===== config.mk =====
export PLATFORM = sky130hd
export DESIGN_NAME = wrd_ctrl
export DESIGN_NICKNAME = d
export VERILOG_FILES = /design/src/rtl/core/wrd_pkg.sv /design/src/rtl/core/wrd_ctrl.sv
export SDC_FILE = /design/constraint.sdc
export NUM_CORES = 1
export LEC_CHECK = 0
export BUFFER_PORTS_ARGS = -buffer_cell sky130_fd_sc_hd__buf_2
export CAP_MARGIN = 20
export CORE_MARGIN = 2
export CORE_UTILIZATION = 49
export CTS_CLUSTER_DIAMETER = 150
export DETAILED_ROUTE_END_ITERATION = 10
export MAX_ROUTING_LAYER = met4
export PLACE_DENSITY = 0.76
export SLEW_MARGIN = 15
export SYNTH_ARGS = -nofsm -noshare
export SYNTH_HDL_FRONTEND = slang
export SYNTH_SLANG_ARGS = --single-unit

===== constraint.sdc =====
create_clock -name aclk -period 2.1 [get_ports aclk]
set_clock_uncertainty 0.05 [all_clocks]
set_input_delay 0.315 -clock aclk [delete_from_list [all_inputs] [get_ports aclk]]
set_output_delay 0.315 -clock aclk [all_outputs]
set_load 0.02 [all_outputs]

===== src/rtl/core/wrd_pkg.sv =====
// Shared types and constants for the wrist raise detector.
package wrd_pkg;

    localparam int FACING_AXIS = 2;
    localparam int AXIS_SEL = FACING_AXIS % 6;
    localparam int AXIS_IDX = AXIS_SEL % 3;
    localparam bit AXIS_NEG = (AXIS_SEL >= 3);

    localparam logic [63:0] NORM_MIN_SQ = 64'd720575940379280;
    localparam logic [12:0] ONE_G_Q12 = 13'd4096;
    localparam logic [14:0] FACING_ONE = 15'd16384;

    localparam logic [2:0] REG_FILTER_GAIN  = 3'd0;
    localparam logic [2:0] REG_ON_COSINE    = 3'd1;
    localparam logic [2:0] REG_OFF_COSINE   = 3'd2;
    localparam logic [2:0] REG_STILL_LIMIT  = 3'd3;
    localparam logic [2:0] REG_MOTION_LIMIT = 3'd4;
    localparam logic [2:0] REG_ON_HOLD      = 3'd5;
    localparam logic [2:0] REG_OFF_HOLD     = 3'd6;
    localparam logic [2:0] REG_SETTLE_HOLD  = 3'd7;

    typedef struct packed {
        logic [15:0]        filter_gain;
        logic signed [15:0] on_cosine;
        logic signed [15:0] off_cosine;
        logic [14:0]        still_limit;
        logic [14:0]        motion_limit;
        logic [9:0]         on_hold;
        logic [9:0]         off_hold;
        logic [9:0]         settle_hold;
    } cfg_t;

    // controller -> datapath
    typedef struct packed {
        logic load;      // capture sample
        logic filt;      // one axis of gravity update (axis in filt_axis)
        logic [1:0] filt_axis;
        logic sq_start;  // begin sum of squares
        logic sq_step;
        logic root_start;
        logic root_step;
        logic div_start;
        logic div_step;
        logic decide;    // update posture state
        logic result;    // load output register
    } cmd_t;

    // datapath -> controller
    typedef struct packed {
        logic valid_att;
    } stat_t;

endpackage


===== src/rtl/core/wrd_ctrl.sv =====
// Controller: sequences filter, squares, root, divide and decision per sample.
module wrd_ctrl (
    input  logic            aclk,
    input  logic            aresetn,
    input  logic            in_valid,
    output logic            in_ready,
    output logic            out_valid,
    input  logic            out_ready,
    input  wrd_pkg::stat_t  stat,
    output wrd_pkg::cmd_t   cmd
);

    typedef enum logic [2:0] {
        S_IDLE, S_FILT, S_SQ, S_ROOT, S_DIV, S_DECIDE, S_RES
    } state_t;

    state_t state_reg;
    logic [5:0] cnt_reg;
    logic out_valid_reg;

    logic can_res;
    assign can_res = !out_valid_reg || out_ready;
    assign in_ready = (state_reg == S_IDLE);
    assign out_valid = out_valid_reg;

    always_comb begin
        cmd = '0;
        cmd.filt_axis = cnt_reg[1:0];
        case (state_reg)
            S_IDLE: begin
                cmd.load = in_valid;
            end
            S_FILT: begin
                cmd.filt = 1'b1;
                cmd.sq_start = (cnt_reg[1:0] == 2'd2);
            end
            S_SQ: begin
                cmd.sq_step = 1'b1;
            end
            // first cycle loads, the rest step
            S_ROOT: begin
                cmd.root_start = (cnt_reg == 6'd0);
                cmd.root_step = (cnt_reg != 6'd0);
            end
            S_DIV: begin
                cmd.div_start = (cnt_reg == 6'd0);
                cmd.div_step = (cnt_reg != 6'd0);
            end
            S_DECIDE: cmd.decide = 1'b1;
            S_RES: cmd.result = can_res;
            default: ;
        endcase
    end

    always_ff @(posedge aclk) begin
        if (!aresetn) begin
            state_reg <= S_IDLE;
            cnt_reg <= '0;
            out_valid_reg <= 1'b0;
        end else begin
            if (out_valid_reg && out_ready) out_valid_reg <= 1'b0;
            case (state_reg)
                S_IDLE: if (in_valid) begin state_reg <= S_FILT; cnt_reg <= '0; end
                S_FILT: begin
                    cnt_reg <= cnt_reg + 6'd1;
                    if (cnt_reg == 6'd2) begin state_reg <= S_SQ; cnt_reg <= '0; end
                end
                S_SQ: begin
                    cnt_reg <= cnt_reg + 6'd1;
                    if (cnt_reg == 6'd2) begin state_reg <= S_ROOT; cnt_reg <= '0; end
                end
                S_ROOT: begin
                    cnt_reg <= cnt_reg + 6'd1;
                    if (cnt_reg == 6'd32) begin state_reg <= S_DIV; cnt_reg <= '0; end
                end
                S_DIV: begin
                    cnt_reg <= cnt_reg + 6'd1;
                    if (cnt_reg == 6'd47) state_reg <= S_DECIDE;
                end
                S_DECIDE: state_reg <= S_RES;
                S_RES: if (can_res) begin
                    out_valid_reg <= 1'b1;
                    state_reg <= S_IDLE;
                end
                default: state_reg <= S_IDLE;
            endcase
        end
    end

    ap_no_overwrite: assert property (@(posedge aclk) disable iff (!aresetn)
        (out_valid_reg && !out_ready) |=> out_valid_reg) else $error("result dropped");
    ap_idle_on_accept: assert property (@(posedge aclk) disable iff (!aresetn)
        (in_valid && in_ready) |=> state_reg == S_FILT) else $error("accept lost");
    ap_res_path: assert property (@(posedge aclk) disable iff (!aresetn)
        $rose(out_valid_reg) |-> $past(state_reg) == S_RES) else $error("stray result");

endmodule


==> impl_results.md <==
- Hold WS: 0.251 ns
- Pin count of the biggest net entering global routing: 18
- Overall routing resource usage: 18.0%
- Vias/cell: 5.40
- Slowest cell delay on critical path: 0.41 ns
- Synthesized area per cell: 7.69 um^2
- Max reg flops: 6
- RSZ-0062 raised after global routing: no
- Setup Crit Path Kind: flop to output pin
- Resized Gates After CTS: 0
- Crit-path cells: inv_1, ha_1, nand2_1, nor2_1, nor3_1, buf_2
- Worst vdd rail ir drop: 0.000572 V
- Antenna-violating nets left: 0
- Ratio of cells with drive above 1 in the final layout: 25.2%
- Root Buffer: clkbuf_4
- Final period utilization: 89.3%
- Ys async rst share: 0%
- Die span in x: 41.6 um
- Starting density of the core: 52.5%
- Global-route wire length before repair: 2.42 mm
- Status: completed
- Vias in the first global route: 559
- CP Max Fanout: 5
- Syn Inst Count: 90
- Worst setup EP type: output pin
- Routed vias: 659
- I/O Pins: 19
- Final-report max-slew violation count: 0
- Post-layout util: 61.4%
- Post-synth top flop: dfxtp_1
- Worst EP required: 1.74 ns
- Die height: 41.6 um
- Register area share after synthesis: 28.9%
- Worst slew pin tran: 0.488 ns
- Wire per inst: 11.8 um
- Post-DP HPWL: 1.00 mm
- Unique masters post-synth: 31
- CORE AREA: 1320 um^2
- CTS tree: built
- Max Root-Sink Buffers: 2
- Tmin final: 1.87 ns
- Clk Latency, worst-skew pair: 0.28 ns
- Post-CTS setup buffer count: 0
- Rel. slew slack: 67.4%
- YS warnings: 0
- # port buffers: 17
- Hold buffer count at CTS: 0
- FMAX: 533 MHz
- Pwr dens: 889 nW/um^2
- Placed cell area: 773 um^2
- CTS clk-pin slew, worst paths: 0.08 ns
- Drt drc: 0
- CTS buffer count: 3
- DRT iter0 DRCs: 14
- Grt total ovfl: 0
- EDFF count, synth: 0
- GP Congestion: 0.833
- Antenna cells: 0
- Pleak: 0.000378 uW
- Setup tns final: 0 ns
- H-tree levels: 1
- Startpoint Class: flop
- Class of the worst hold path: primary input to flop
- Max Cap Violations: 0
- Area delta synth->final: 17.0%
- Synthesized Nets: 98
- First-pass DRT Iterations: 4
- Post-route cell area: 810 um^2
- Endpoints failing setup: 0
- Yosys reg bits: 10
- Filler cells: 127
- CTS sink cnt: 10
- Hold Fails Final Rpt: 0
- # rows: 13
- CP Data Arrival Time: 1.51 ns
- Slowest cell on crit path: dfxtp_1
- Post-Route WL: 1.45 mm
- DIE AREA: 1730 um^2
- Initial antenna violation count: 0
- Synth Cell Area: 692 um^2
- Final net count: 116
layout make-up:
cell class	instances	area [um^2]	area share [%]
clock buffer	4	36.3	4.48
tap	15	18.8	2.32
inverter	5	18.8	2.32
sequential	10	200	24.7
multi-input combinational	70	443	54.7
timing repair buffer	18	92.6	11.4
cell usage in the layout, fill, tap and decap left out, types with 2 or more instances in the layout:
cell / netlist / routed
and2_1: 2 / 2
ha_1: 3 / 3
nand4_1: 2 / 2
inv_1: 5 / 5
and3_1: 5 / 5
xor2_1: 3 / 3
nor2_1: 15 / 15
xnor2_1: 2 / 2
nor3_1: 4 / 4
a21oi_1: 5 / 5
nor2b_1: 2 / 2
nand2b_1: 2 / 2
buf_2: 3 / 17
nand2_1: 9 / 9
dfxtp_1: 10 / 10
nand3_1: 2 / 2
clkbuf_4: 0 / 3
cell usage after synthesis, types with 2 or more instances:
cell | number | area [um^2]
inv_1 | 5 | 18.8
xnor2_1 | 2 | 17.5
and3_1 | 5 | 31.3
nor2_1 | 15 | 56.3
nor3_1 | 4 | 20.0
nand2b_1 | 2 | 12.5
buf_4 | 2 | 15.0
xor2_1 | 3 | 26.3
buf_2 | 3 | 15.0
nand4_1 | 2 | 12.5
nor2b_1 | 2 | 12.5
nand2_1 | 9 | 33.8
a21oi_1 | 5 | 25.0
nand3_1 | 2 | 10.0
ha_1 | 3 | 37.5
dfxtp_1 | 10 | 200
and2_1 | 2 | 12.5
critical path: cells and delay by family, from the launching register on:
family	cells	cell delay, ns
buf+inv	2	0.27
flops	1	0.41
fa+ha+maj	1	0.22
simple gates	3	0.33
metrics by stage:
stage / std cells / worst slack [ns] / total power, uW
after floorplan: 90 / 0.367 / 476
after global placement: 118 / 0.482 / 528
after detailed placement: 118 / 0.469 / 532
after global routing: 122 / 0.0841 / 756
final: 122 / 0.225 / 720
after CTS: 122 / 0.245 / 715
routing by layer:
layer	track usage [%]	share of wire, %	up-vias	routed length, um
li1	-	-	344	-
met1	25.2	52	292	745
met2	26.6	42	21	603
met3	2.61	5.6	2	81
met4	5.81	0.97	0	14
met5	-	0	-	0
path summary, 6_finish.rpt:
kind	to	slack, ns	from	depth (start not counted)
setup / recovery	cmd[2]	0.23	cnt_reg[0]	6
hold / removal	state_reg[1]	0.25	aresetn	3
setup reg to reg	state_reg[0]	0.37	cnt_reg[0]	6
hold reg to reg	out_valid	0.46	state_reg[1]	2
cell families (layout without fill, tap and decap cells):
family / after synthesis / in the layout / share of synthesized area [%]
buf+inv: 10 / 27 / 7.05
fa+ha+maj: 3 / 3 / 5.43
mux: 2 / 2 / 3.44
compound gates: 13 / 13 / 14.6
simple gates: 47 / 47 / 34.2
flops: 10 / 10 / 28.9
xor+xnor: 5 / 5 / 6.33
where the power goes:
group / internal, uW / switching (uW) / total, uW
registers: 209 / 43.5 / 253
logic: 115 / 168 / 283
clock network: 105 / 78.2 / 184
Note: power is estimated with default switching activity, not from simulation.
